File: src/rtl/idp_pkg.sv
`default_nettype none

package idp_pkg;

  // field width limit, saturates larger pad magnitudes
  localparam int MAX_FIELD_WIDTH = 32;
  localparam int CNT_W = $clog2(MAX_FIELD_WIDTH + 1);

  localparam int VALUE_W = 32;
  localparam int PAD_W = 7;
  localparam int NUM_DIGITS = 10;
  localparam int BCD_W = 4 * NUM_DIGITS;
  localparam int NDIG_W = 4;
  localparam int BIT_CNT_W = $clog2(VALUE_W);

  localparam int IN_TDATA_W = ((VALUE_W + PAD_W + 7) / 8) * 8;
  localparam int OUT_TDATA_W = 8;

  localparam logic [7:0] CH_ZERO = 8'd48;
  localparam logic [7:0] CH_MINUS = 8'd45;
  localparam logic [7:0] CH_SPACE = 8'd32;

endpackage

`default_nettype wire

File: src/rtl/int_to_padded_decimal_core.sv
`default_nettype none
// signed 32-bit integer to padded ascii decimal text, one character per transfer
// input channel (s_axis): one transfer carries a value and a signed field width;
//   tready is high only while the block is idle, so items are taken one at a time
// output channel (m_axis): one character per transfer, tlast on the final one
//   of each value's text; characters are spaces, a minus sign or digits
// width 0 gives no padding, positive pads leading spaces in front of the sign,
//   negative pads trailing spaces; text is never cut, width saturates at
//   MAX_FIELD_WIDTH
// sequence: after the input transfer, binary to bcd conversion of all 32 bits
//   (shift and add-3, one bit per cycle through a shared digit-correct unit),
//   then stripping 0 to 9 leading zero digits and sizing the field, before
//   the first character is loaded into the output register
// throughput: characters then leave one per cycle while the receiver keeps
//   tready high; a new item is taken only once the last character of the
//   current one has been loaded into the output register
// the output register holds the last character until it is taken, while the
//   block already accepts and converts the next value
// receiver stall: tvalid and tdata hold, character emission pauses
// reset: rst_ni is asynchronous, active low; the block returns idle with no
//   output pending
module int_to_padded_decimal_core (
  input  wire                              clk_i,
  input  wire                              rst_ni,
  input  wire                              s_axis_tvalid,
  output logic                             s_axis_tready,
  // [31:0] value (signed), [38:32] pad_width (signed), [39] zero
  input  wire [idp_pkg::IN_TDATA_W-1:0]    s_axis_tdata,
  output logic                             m_axis_tvalid,
  input  wire                              m_axis_tready,
  // [7:0] text_char
  output logic [idp_pkg::OUT_TDATA_W-1:0]  m_axis_tdata,
  // last_char
  output logic                             m_axis_tlast
);
  import idp_pkg::*;

  typedef enum logic [1:0] {
    ST_IDLE,
    ST_CONV,
    ST_TRIM,
    ST_EMIT
  } state_e;

  state_e                 state_q;
  logic [VALUE_W-1:0]     mag_q;
  logic [BCD_W-1:0]       bcd_q;
  logic [BIT_CNT_W-1:0]   bit_q;
  logic [NDIG_W-1:0]      ndig_q;
  logic                   neg_q;
  logic [PAD_W-1:0]       pad_w_q;

  // emission counters: leading spaces, trailing spaces, characters left, sign
  logic [CNT_W-1:0]       lead_q;
  logic [CNT_W-1:0]       trail_q;
  logic [CNT_W-1:0]       remain_q;
  logic                   sign_q;

  logic                   m_valid_q;
  logic [7:0]             m_char_q;
  logic                   m_last_q;

  logic [BCD_W-1:0]       bcd_adj;
  logic                   in_xfer;
  logic [VALUE_W-1:0]     in_value;
  logic [PAD_W-1:0]       in_pad;

  // field sizing
  logic [PAD_W-1:0]       wmag;
  logic [CNT_W-1:0]       wsat;
  logic [CNT_W-1:0]       textlen;
  logic [CNT_W-1:0]       total;
  logic [CNT_W-1:0]       pad;
  logic                   pad_left;

  logic                   out_free;
  logic                   trim_step;
  logic                   emit_fire;

  assign s_axis_tready = (state_q == ST_IDLE);
  assign in_xfer       = s_axis_tvalid && s_axis_tready;
  assign in_value      = s_axis_tdata[VALUE_W-1:0];
  assign in_pad        = s_axis_tdata[VALUE_W +: PAD_W];

  assign m_axis_tvalid = m_valid_q;
  assign m_axis_tdata  = m_char_q;
  assign m_axis_tlast  = m_last_q;

  assign out_free  = !m_valid_q || m_axis_tready;
  assign trim_step = (bcd_q[BCD_W-1 -: 4] == 4'd0) && (ndig_q > NDIG_W'(1));
  // a new character is loaded into the output register
  assign emit_fire = (state_q == ST_EMIT) && (remain_q != '0) && out_free;

  // shared add-3 correction over all bcd digits before each shift
  always_comb begin
    for (int i = 0; i < NUM_DIGITS; i++) begin
      if (bcd_q[4*i +: 4] >= 4'd5) begin
        bcd_adj[4*i +: 4] = bcd_q[4*i +: 4] + 4'd3;
      end else begin
        bcd_adj[4*i +: 4] = bcd_q[4*i +: 4];
      end
    end
  end

  // width magnitude, saturation and pad count
  always_comb begin
    pad_left = !pad_w_q[PAD_W-1];
    wmag     = pad_left ? pad_w_q : (PAD_W'(0) - pad_w_q);
    if (32'(wmag) > 32'(MAX_FIELD_WIDTH)) begin
      wsat = CNT_W'(MAX_FIELD_WIDTH);
    end else begin
      wsat = CNT_W'(wmag);
    end
    textlen = CNT_W'(ndig_q) + CNT_W'(neg_q);
    total   = (textlen < wsat) ? wsat : textlen;
    pad     = total - textlen;
  end

  always_ff @(posedge clk_i or negedge rst_ni) begin
    if (!rst_ni) begin
      state_q   <= ST_IDLE;
      m_valid_q <= 1'b0;
      m_char_q  <= '0;
      m_last_q  <= 1'b0;
      remain_q  <= '0;
      lead_q    <= '0;
      trail_q   <= '0;
      sign_q    <= 1'b0;
      bit_q     <= '0;
      ndig_q    <= '0;
      neg_q     <= 1'b0;
      mag_q     <= '0;
      bcd_q     <= '0;
      pad_w_q   <= '0;
    end else begin
      if (emit_fire) begin
        m_valid_q <= 1'b1;
      end else if (m_axis_tready) begin
        m_valid_q <= 1'b0;
      end
      unique case (state_q)
        ST_IDLE: begin
          if (in_xfer) begin
            neg_q   <= in_value[VALUE_W-1];
            mag_q   <= in_value[VALUE_W-1] ? (VALUE_W'(0) - in_value) : in_value;
            pad_w_q <= in_pad;
            bcd_q   <= '0;
            bit_q   <= '0;
            state_q <= ST_CONV;
          end
        end
        ST_CONV: begin
          bcd_q <= {bcd_adj[BCD_W-2:0], mag_q[VALUE_W-1]};
          mag_q <= {mag_q[VALUE_W-2:0], 1'b0};
          bit_q <= bit_q + BIT_CNT_W'(1);
          if (bit_q == BIT_CNT_W'(VALUE_W - 1)) begin
            ndig_q  <= NDIG_W'(NUM_DIGITS);
            state_q <= ST_TRIM;
          end
        end
        ST_TRIM: begin
          // drop leading zero digits, keep at least one
          if (trim_step) begin
            bcd_q  <= {bcd_q[BCD_W-5:0], 4'd0};
            ndig_q <= ndig_q - NDIG_W'(1);
          end else begin
            lead_q   <= pad_left ? pad : '0;
            trail_q  <= pad_left ? '0 : pad;
            sign_q   <= neg_q;
            remain_q <= total;
            state_q  <= ST_EMIT;
          end
        end
        ST_EMIT: begin
          if (remain_q == '0) begin
            state_q <= ST_IDLE;
          end else if (out_free) begin
            m_last_q  <= (remain_q == CNT_W'(1));
            remain_q  <= remain_q - CNT_W'(1);
            priority if (lead_q != '0) begin
              m_char_q <= CH_SPACE;
              lead_q   <= lead_q - CNT_W'(1);
            end else if (sign_q) begin
              m_char_q <= CH_MINUS;
              sign_q   <= 1'b0;
            end else if (ndig_q != '0) begin
              m_char_q <= CH_ZERO + {4'd0, bcd_q[BCD_W-1 -: 4]};
              bcd_q    <= {bcd_q[BCD_W-5:0], 4'd0};
              ndig_q   <= ndig_q - NDIG_W'(1);
            end else begin
              m_char_q <= CH_SPACE;
              trail_q  <= trail_q - CNT_W'(1);
            end
          end
        end
        default: state_q <= ST_IDLE;
      endcase
    end
  end

endmodule

`default_nettype wire

File: config.mk
export PLATFORM = sky130hd
export DESIGN_NAME = int_to_padded_decimal_core
export DESIGN_NICKNAME = d
export VERILOG_FILES = /design/src/rtl/idp_pkg.sv /design/src/rtl/int_to_padded_decimal_core.sv
export SDC_FILE = /design/constraint.sdc
export NUM_CORES = 1
export LEC_CHECK = 0
export ABC_CLOCK_PERIOD_IN_PS = 5400
export BUFFER_PORTS_ARGS = -buffer_cell sky130_fd_sc_hd__buf_4
export CORE_MARGIN = 2
export CORE_UTILIZATION = 45
export CTS_BUF_LIST = sky130_fd_sc_hd__clkbuf_8
export CTS_CLUSTER_DIAMETER = 80
export DETAILED_ROUTE_END_ITERATION = 10
export GPL_ROUTABILITY_DRIVEN = 0
export GPL_TIMING_DRIVEN = 0
export MAX_ROUTING_LAYER = met4
export PLACE_DENSITY = 0.69
export SLEW_MARGIN = 20
export SYNTH_ARGS = -nofsm -noshare
export SYNTH_HDL_FRONTEND = slang
export SYNTH_SLANG_ARGS = --single-unit
File: constraint.sdc
create_clock -name clk_i -period 5.4 [get_ports clk_i]
set_input_delay 0.54 -clock clk_i [delete_from_list [all_inputs] [get_ports clk_i]]
set_output_delay 0.54 -clock clk_i [all_outputs]
set_load 0.1 [all_outputs]
* Word level (Yosys, flattened, before mapping)
Cells that the tools add are included.
Word-level totals: output and inout port bits 11, memories 0, logic and storage cells 146, RAM bits 0, bits in latches 0, bits in read-only memories 0, bits of input ports 44, bits in registers 114
Cells by class: $mul 0, bitwise gates (word level) 1, $lt $le $gt $ge 13, add/subtract/negate cells 19, mux-type cells 59, equal/unequal tests 16, divide/modulo/power cells 0, shifts and indexed selects 0, reductions and logical operators 25
Operator list (count):
- two-way mux 40 bit | 7
- one-hot mux 40 bit (4 select lines) | 1
- two-way mux 32 bit | 2
- two-way mux 4 bit | 16
- one-hot mux 32 bit (2 select lines) | 1
- two-way mux 6 bit | 10
- greater-or-equal comparator 4 x 3 -> 1 bit (second input constant) | 10
- adder 4 x 2 -> 4 bit (second input constant) | 9
- subtractor 1 x 32 -> 32 bit (first input constant) | 1
- two-way mux 7 bit | 4
- one-hot mux 6 bit (2 select lines) | 2
- inequality test 2 bit (second input constant) | 7
- one-hot mux 4 bit (3 select lines) | 1
- nonzero test 6 bit | 2
- subtractor 6 x 1 -> 6 bit (second input constant) | 2
- one-hot mux 5 bit (2 select lines) | 1
- AND reduction 5 bit | 2
- two-way mux 2 bit | 4
- inequality test 2 x 1 -> 1 bit (second input constant) | 4
- one-hot mux 2 bit (4 select lines) | 1
- AND reduction 4 bit | 2
- AND reduction 8 bit | 1
- adder 6 x 4 -> 7 bit (first input constant) | 1
- > comparator 7 x 6 -> 1 bit (second input constant) | 1
- 29 further kinds | 41

* Longest topological paths before layout
Gate-level depths: netlist of the first run.
word-level depth 10, gate-level depth with buffers 20

* Worst setup path before layout of the first run
Ideal clock, no wire load.
kind flip-flop to flip-flop, start register pad_w_q[0], end register lead_q[5], setup slack 1.299 ns, cell stages (with the launch flop) 19, clock period less this slack 4.101 ns, arrival time 3.977 ns, buffers on the path 0, cell sequence dfrtp_1 inv_1 ha_1 nor4_4 nor3_2 a2111o_1 ha_1 o211ai_1 o21ai_0 a21oi_1 nor2_4 mux2i_1 ha_1 nor2b_1 o31a_1 o21a_1 o21ai_0 o311ai_0 mux2_2
Between the ends: longest elaborated chain between the ends 10
Ends and longest elaborated chain:
- start: declaration | line int_to_padded_decimal_core.sv:51 | logic [PAD_W-1:0] pad_w_q;
- start signal: assignment | line int_to_padded_decimal_core.sv:146 | pad_w_q <= in_pad;
- subtractor 1 x 7 -> 7 bit | line int_to_padded_decimal_core.sv:108 | wmag = pad_left ? pad_w_q : (PAD_W'(0) - pad_w_q);
- two-way mux 7 bit * | line int_to_padded_decimal_core.sv:108
- > comparator 7 x 6 -> 1 bit | line int_to_padded_decimal_core.sv:109 | if (32'(wmag) > 32'(MAX_FIELD_WIDTH)) begin
- two-way mux 6 bit * | line int_to_padded_decimal_core.sv:109
- less-than comparator 5 x 6 -> 1 bit | line int_to_padded_decimal_core.sv:115 | total = (textlen < wsat) ? wsat : textlen;
- two-way mux 6 bit * | line int_to_padded_decimal_core.sv:115
- subtractor 6 x 5 -> 6 bit * | line int_to_padded_decimal_core.sv:116 | pad = total - textlen;
- two-way mux 6 bit * | line int_to_padded_decimal_core.sv:167 | lead_q <= pad_left ? pad : '0;
- two-way mux 6 bit * | line int_to_padded_decimal_core.sv:163 | if (trim_step) begin
- one-hot mux 6 bit (2 select lines) * | line int_to_padded_decimal_core.sv:141 | unique case (state_q)
- end signal: assignment | line int_to_padded_decimal_core.sv:167
- end signal: assignment | line int_to_padded_decimal_core.sv:182 | lead_q <= lead_q - CNT_W'(1);
- end: declaration | line int_to_padded_decimal_core.sv:54 | logic [CNT_W-1:0] lead_q;
Mark *: on every way between the ends. The rest lies on a longest branch, timed or not. The select of a mux whose other input is x is not followed. A chain may end at the register's enable or synchronous reset.

* Worst setup path in the final report of the first run
Ends and elaborated chain as after synthesis.

==> results of run 1 <==
synthesized netlist by cell type (15+ instances only):
| master | count | area share |
|---|---|---|
| xnor2_1 | 21 | 0.024 |
| inv_1 | 47 | 0.023 |
| ha_1 | 46 | 0.075 |
| nor3_1 | 15 | 0.0098 |
| nand2b_1 | 19 | 0.016 |
| nor2_1 | 53 | 0.026 |
| a22oi_1 | 37 | 0.036 |
| nand2_1 | 125 | 0.061 |
| a21oi_1 | 48 | 0.031 |
| clkbuf_1 | 33 | 0.016 |
| o21ai_0 | 110 | 0.072 |
| xor2_1 | 30 | 0.034 |
| mux2i_1 | 18 | 0.024 |
| dfrtp_1 | 112 | 0.37 |
final timing paths:
path                                            endpoint  slack, ns  cells past startpoint
worst max-delay path               lead_q[5]$_DFFE_PN0P_       0.71                     18
worst min-delay path               bcd_q[27]$_DFFE_PN0P_       0.12                      1
worst max register to register     lead_q[5]$_DFFE_PN0P_       0.71                     18
worst min register to register  m_axis_tlast$_DFFE_PN0P_       0.49                      2
max in group asynchronous           bcd_q[0]$_DFFE_PN0P_       4.60                      2
min in group clk_i                pad_w_q[3]$_DFFE_PN0P_       0.37                      2
metal layers:
metal,wire length (um),track usage,part of all wire
met4,203,0.0556,0.011
met3,684,0.0299,0.038
met5,0,-,0
met1,8780,0.290,0.49
met2,8140,0.331,0.46
area by class of cell:
type | instances | area [um^2]
Fill cell | 1604 | 8020
Multi-Input combinational cell | 687 | 4490
Sequential cell | 112 | 2800
Timing Repair Buffer | 52 | 414
Tap cell | 220 | 275
Buffer | 44 | 184
Inverter | 47 | 176
Clock buffer | 12 | 165
Clock inverter | 4 | 51.3
cell families (layout without fill, tap and decap cells):
| kind of cell | Yosys count | in the layout | share of synthesized area |
|---|---|---|---|
| other cells | 1 | 2 | 0.000490 |
| fa+ha+maj | 47 | 47 | 0.0778 |
| compound gates | 265 | 265 | 0.219 |
| flops | 112 | 112 | 0.366 |
| buf+inv | 91 | 159 | 0.0471 |
| mux | 31 | 31 | 0.0427 |
| xor+xnor | 51 | 51 | 0.0584 |
| simple gates | 291 | 291 | 0.188 |
flip-flops by register name, indices dropped and copies added (netlist names), 4 cells and up:
signal and cells:
bcd_q 40, bit_q 5, lead_q 6, m_axis_tdata 6, mag_q 32, ndig_q 4
pad_w_q 7, remain_q 6
power groups by stage:
stage                     clock (mW)  sequential (mW)  combinational (mW)
after CTS                      0.570             1.44                3.05
after floorplan                    0             1.49                2.21
after detailed placement           0             1.45                3.03
after global routing           0.607             1.49                3.42
after global placement             0             1.44                2.97
final                          0.557             1.44                3.04
stage by stage:
step / hold WS (ns) / instance area (um^2) / util / power (mW) / std cells
floorplan: 0.244 / 7650 / - / 3.71 / 890
CTS: 0.142 / 8560 / 0.516 / 5.05 / 1178
detailed placement: 0.471 / 8340 / 0.503 / 4.49 / 1162
global route: 0.160 / 8560 / 0.516 / 5.51 / 1178
finish: 0.117 / 8560 / 0.516 / 5.04 / 1178
global placement: 0.462 / 8310 / 0.501 / 4.42 / 1161
worst reg2reg max path, delay by kind of cell (launching register included):
family	cells	cell delay, ns
buffers and inverters	1	0.07
flip-flops	1	0.47
AO/OA/AOI/OAI	8	1.57
multiplexers	2	0.74
adder cells (fa/ha/maj)	3	0.89
AND/OR/NAND/NOR	4	0.85
==> summary.txt, run 1 <==
Logic synthesis
  • Ys Warns: 0
  • Avg Inst Size Synth: 8.61 um^2
  • Synthesized cell area: 7650 um^2
  • Post-synth EDFFs: 0
  • Seq/Total Area, Yosys: 0.366
  • Synth Register Bits: 112
  • Main synth FF type: dfrtp_1
  • Async S/R FF share, synth: 1.00
  • Cells after synthesis: 889
  • Library cells used by synthesis: 69

Timing
  • Clock skew: 0.0210 ns
  • Tcrit/Tclk final: 0.869
  • Max-slew violations: 0
  • Fin crit period: 4.69 ns
  • Slew of the pin with the lowest slew margin: 0.712 ns
  • Unrepaired setup endpoints after global routing: false
  • TNS Setup: 0 ns
  • Peak Freq: 213 MHz
  • Final worst slack: 0.710 ns
  • Slew margin rel.: 0.521
  • Hold Fails Final Rpt: 0
  • Setup violators final: 0

Setup path
  • CP Launch Type: register
  • Top delay family on crit path: compound AO/OA/AOI/OAI gates
  • Critical path origin: pad_w_q[0]$_DFFE_PN0P_
  • CP most frequent cell: ha_1
  • CP max stage delay: 0.47 ns
  • Critical path peak fanout: 7
  • Setup CP Type: reg -> reg
  • Worst reg2reg startpoint: pad_w_q[0]$_DFFE_PN0P_
  • Bufs and invs on worst path: 1
  • CP required: 5.69 ns
  • Slowest CP cell: dfrtp_1
  • CP cell instances: inv_1 -> ha_1 -> nor4_4 -> nor3_2 -> a2111o_1 -> ha_1 -> o211ai_1 -> o21ai_0 -> a21oi_1 -> nor2_4 -> mux2i_1 -> ha_1 -> nor2b_1 -> o31a_1 -> o21a_1 -> o21ai_0 -> o311ai_0 -> mux2_2
  • Critical Path Sink Type: register
  • Critical path arrival: 4.98 ns

Detailed routing
  • Antenna-violating nets left: 0
  • Initial DRT Pass Iterations: 5
  • Initial DRC count: 455
  • DR vias: 6561
  • WL/cell: 15.1 um
  • DRC: 0
  • Overall routed net length: 17.8 mm
  • Vias per std cell: 5.57

Cells and area
  • Layout cells sized above 1: 0.115
  • Commonest non-fill, non-tap cell in the layout: nand2_1
  • Layout area overhead: 11.9%
  • Most frequent cells in the layout: nand2_1 (125), dfrtp_1 (112), o21ai_0 (110), nor2_1 (53), buf_4 (53)
  • Post-layout nets: 1044
  • Antenna Cells: 0

Global route
  • Global-route wire length before repair: 30.5 mm
  • GRT Util Overall: 0.212
  • Initial antenna violation count: 0
  • Vias in the first global route: 6330
  • Largest net degree at the start of global routing: 60
  • Grt total ovfl: 0

Floorplan
  • Core area: 16600 um^2
  • DIE HEIGHT: 134 um
  • # rows: 47
  • Die width: 134 um
  • Initial Util: 0.461
  • Ports: 55
  • Die Area: 18100 um^2

Clock tree
  • CTS tree: built
  • Post-CTS Setup Inserts: 0
  • Skew-Pair Late Insertion Delay: 0.40 ns
  • CTS sink cnt: 112
  • Clock tree buffer depth: 2
  • CTS Buf Count: 9
  • Cts repair resizes: 0
  • CTS root buf: clkbuf_8
  • Post-cts hold buffer count: 0
  • H-tree depth: 3
  • Clock transition at path regs: 0.11 ns

Hold path
  • Hold WC Path Type: in -> async

Power and ir drop
  • Combinational cell fraction of total power: 0.604
  • Cell internal pwr: 2.54 mW
  • Leak: 3.62 nW
  • Flop pwr share: 0.286
  • Cell Pwr Density: 589 nW/um^2
  • P_sw: 2.50 mW
  • Clock power frac: 0.111
  • Sw Share: 0.496
  • VDD IR-drop max: 0.000282 V

Placed design
  • Port Buffer Count: 51
  • Pre-CTS setup slack: 0.772 ns
  • Final HPWL DP: 13.2 mm

Run status
  • Status: completed

Run
  • Maxcap violations: 0
Power figures use the tool's default switching activity.
==> run 2, diff against run 1 <==
CTS_BUF_LIST = not set   (was sky130_fd_sc_hd__clkbuf_8)
==> run 2 against run 1 <==
Compared with the run above:
- design area grew 1.2%
- fmax is essentially flat
- critical path type unchanged
- largest cell class unchanged
- first-iteration DRC count grew 4.2%
- core utilization grew 0.61 points
- sequential cell count is the same
- register-to-register slack is essentially flat
- non-clock buffer count is the same
- largest power group unchanged
- clock-buffer cell count is the same
==> summary.txt, run 2 (synthesis results as in run 1) <==
Setup path
  • Worst reg2reg startpoint: pad_w_q[0]$_DFFE_PN0P_
  • CP Launch Type: register
  • CP most frequent cell: ha_1
  • CP cell instances: inv_1 -> ha_1 -> nor4_4 -> nor3_2 -> a2111o_1 -> ha_1 -> o211ai_1 -> o21ai_0 -> a21oi_1 -> nor2_4 -> mux2i_1 -> ha_1 -> nor2b_1 -> o31a_1 -> o21a_1 -> o21ai_0 -> o311ai_0 -> mux2_2
  • Bufs and invs on worst path: 1
  • Worst R2R Setup Slack: 0.71 ns
  • Worst Reg2Reg Path Length in Cells: 18
  • Slowest CP cell: dfrtp_1
  • Top delay family on crit path: compound AO/OA/AOI/OAI gates
  • CP max stage delay: 0.46 ns
  • Setup CP Type: reg -> reg
  • Critical path arrival: 4.94 ns
  • Critical Path Sink Type: register
  • CP required: 5.65 ns
  • FF-to-FF End: lead_q[5]$_DFFE_PN0P_
  • Crit path to: lead_q[5]$_DFFE_PN0P_
  • Critical path origin: pad_w_q[0]$_DFFE_PN0P_
  • Critical path depth: 18
  • Critical path peak fanout: 7

Timing
  • Final worst slack: 0.712 ns
  • Max-slew violations: 0
  • Slew of the pin with the lowest slew margin: 0.715 ns
  • Fin crit period: 4.69 ns
  • Slew margin rel.: 0.519
  • Peak Freq: 213 MHz
  • TNS Setup: 0 ns
  • Setup violators final: 0
  • Unrepaired setup endpoints after global routing: false
  • Clock skew: 0.0107 ns
  • Hold Fails Final Rpt: 0
  • Hold slack final: 0.163 ns
  • Tcrit/Tclk final: 0.868

Cells and area
  • Final Util: 0.522
  • Most frequent cells in the layout: nand2_1 (125), dfrtp_1 (112), o21ai_0 (110), nor2_1 (53), buf_4 (53)
  • Antenna Cells: 0
  • Largest regs: bcd_q (40), mag_q (32), pad_w_q (7)
  • Post-Layout Cell Count: 1178
  • Post-layout nets: 1044
  • Commonest non-fill, non-tap cell in the layout: nand2_1
  • Design area: 8660 um^2
  • Largest reg by FF count: bcd_q
  • Number of flip-flops under the largest register name: 40
  • Layout area overhead: 13.2%
  • Layout cells sized above 1: 0.115
  • Fill cell count: 1588

Detailed routing
  • Initial DRC count: 474
  • Overall routed net length: 17.9 mm
  • DRC: 0
  • Initial DRT Pass Iterations: 5
  • WL/cell: 15.2 um
  • Antenna-violating nets left: 0
  • Vias per std cell: 5.60
  • DR vias: 6597

Hold path
  • Hold WC Path Type: in -> async

Placed design
  • Final HPWL DP: 13.2 mm
  • Placed inst area: 8340 um^2
  • Port Buffer Count: 51
  • Pre-CTS setup slack: 0.772 ns
  • Cells after DPL: 1162

Clock tree
  • CTS tree: built
  • Post-cts hold buffer count: 0
  • CTS root buf: clkbuf_16
  • Skew-Pair Late Insertion Delay: 0.37 ns
  • Clock transition at path regs: 0.08 ns
  • Cts repair resizes: 0
  • Clock tree buffer depth: 2
  • CTS sink cnt: 112
  • Post-CTS Setup Inserts: 0
  • H-tree depth: 3
  • CTS Buf Count: 9

Global route
  • Grt total ovfl: 0
  • Largest net degree at the start of global routing: 60
  • Global-route wire length before repair: 30.6 mm
  • Initial antenna violation count: 0
  • GRT Util Overall: 0.213
  • Vias in the first global route: 6357

Run
  • Maxcap violations: 0

Floorplan
  • Core area: 16600 um^2
  • Ports: 55
  • DIE HEIGHT: 134 um
  • Initial Util: 0.461
  • # rows: 47
  • Die Area: 18100 um^2
  • Die width: 134 um

Run status
  • Status: completed

Power and ir drop
  • Cell Pwr Density: 602 nW/um^2
  • Tot Pwr: 5.22 mW
  • Leak: 3.67 nW
  • VDD IR-drop max: 0.000283 V
[run 2: cell count changes in the layout (fill, tap and decap cells not counted)]
cell / change
clkbuf_16: +9
clkbuf_8: -9
[run 2: worst min-delay path by stage]
stage	to	slack (ns)
floorplan	bcd_q[0]$_DFFE_PN0P_	0.24
global route	m_axis_tdata[4]$_DFFE_PN0P_	0.21
CTS	m_axis_tdata[4]$_DFFE_PN0P_	0.19
global placement	mag_q[4]$_DFFE_PN0P_	0.46
detailed placement	mag_q[3]$_DFFE_PN0P_	0.47
finish	bcd_q[27]$_DFFE_PN0P_	0.16
[run 2: area by class of cell]
cell class,instances,area [um^2],share of cell area
timing repair buffer,52,414,0.0478
multi-input combinational,687,4490,0.519
clock inverter,4,51.3,0.00592
buffer,44,184,0.0212
inverter,47,176,0.0204
sequential,112,2800,0.324
clock buffer,12,267,0.0308
tap,220,275,0.0318
[run 2: routing by layer]
metal / vias to the layer above / global-route usage / wire length, um
met3: 15 / 0.0378 / 791
met2: 145 / 0.332 / 8120
met4: 0 / 0.0503 / 184
met1: 3144 / 0.292 / 8840
met5: - / - / 0
li1: 3293 / - / -
[run 2: report_power, final]
group	switching (mW)	internal [mW]
clock	0.326	0.399
combinational	1.91	1.14
sequential	0.291	1.15
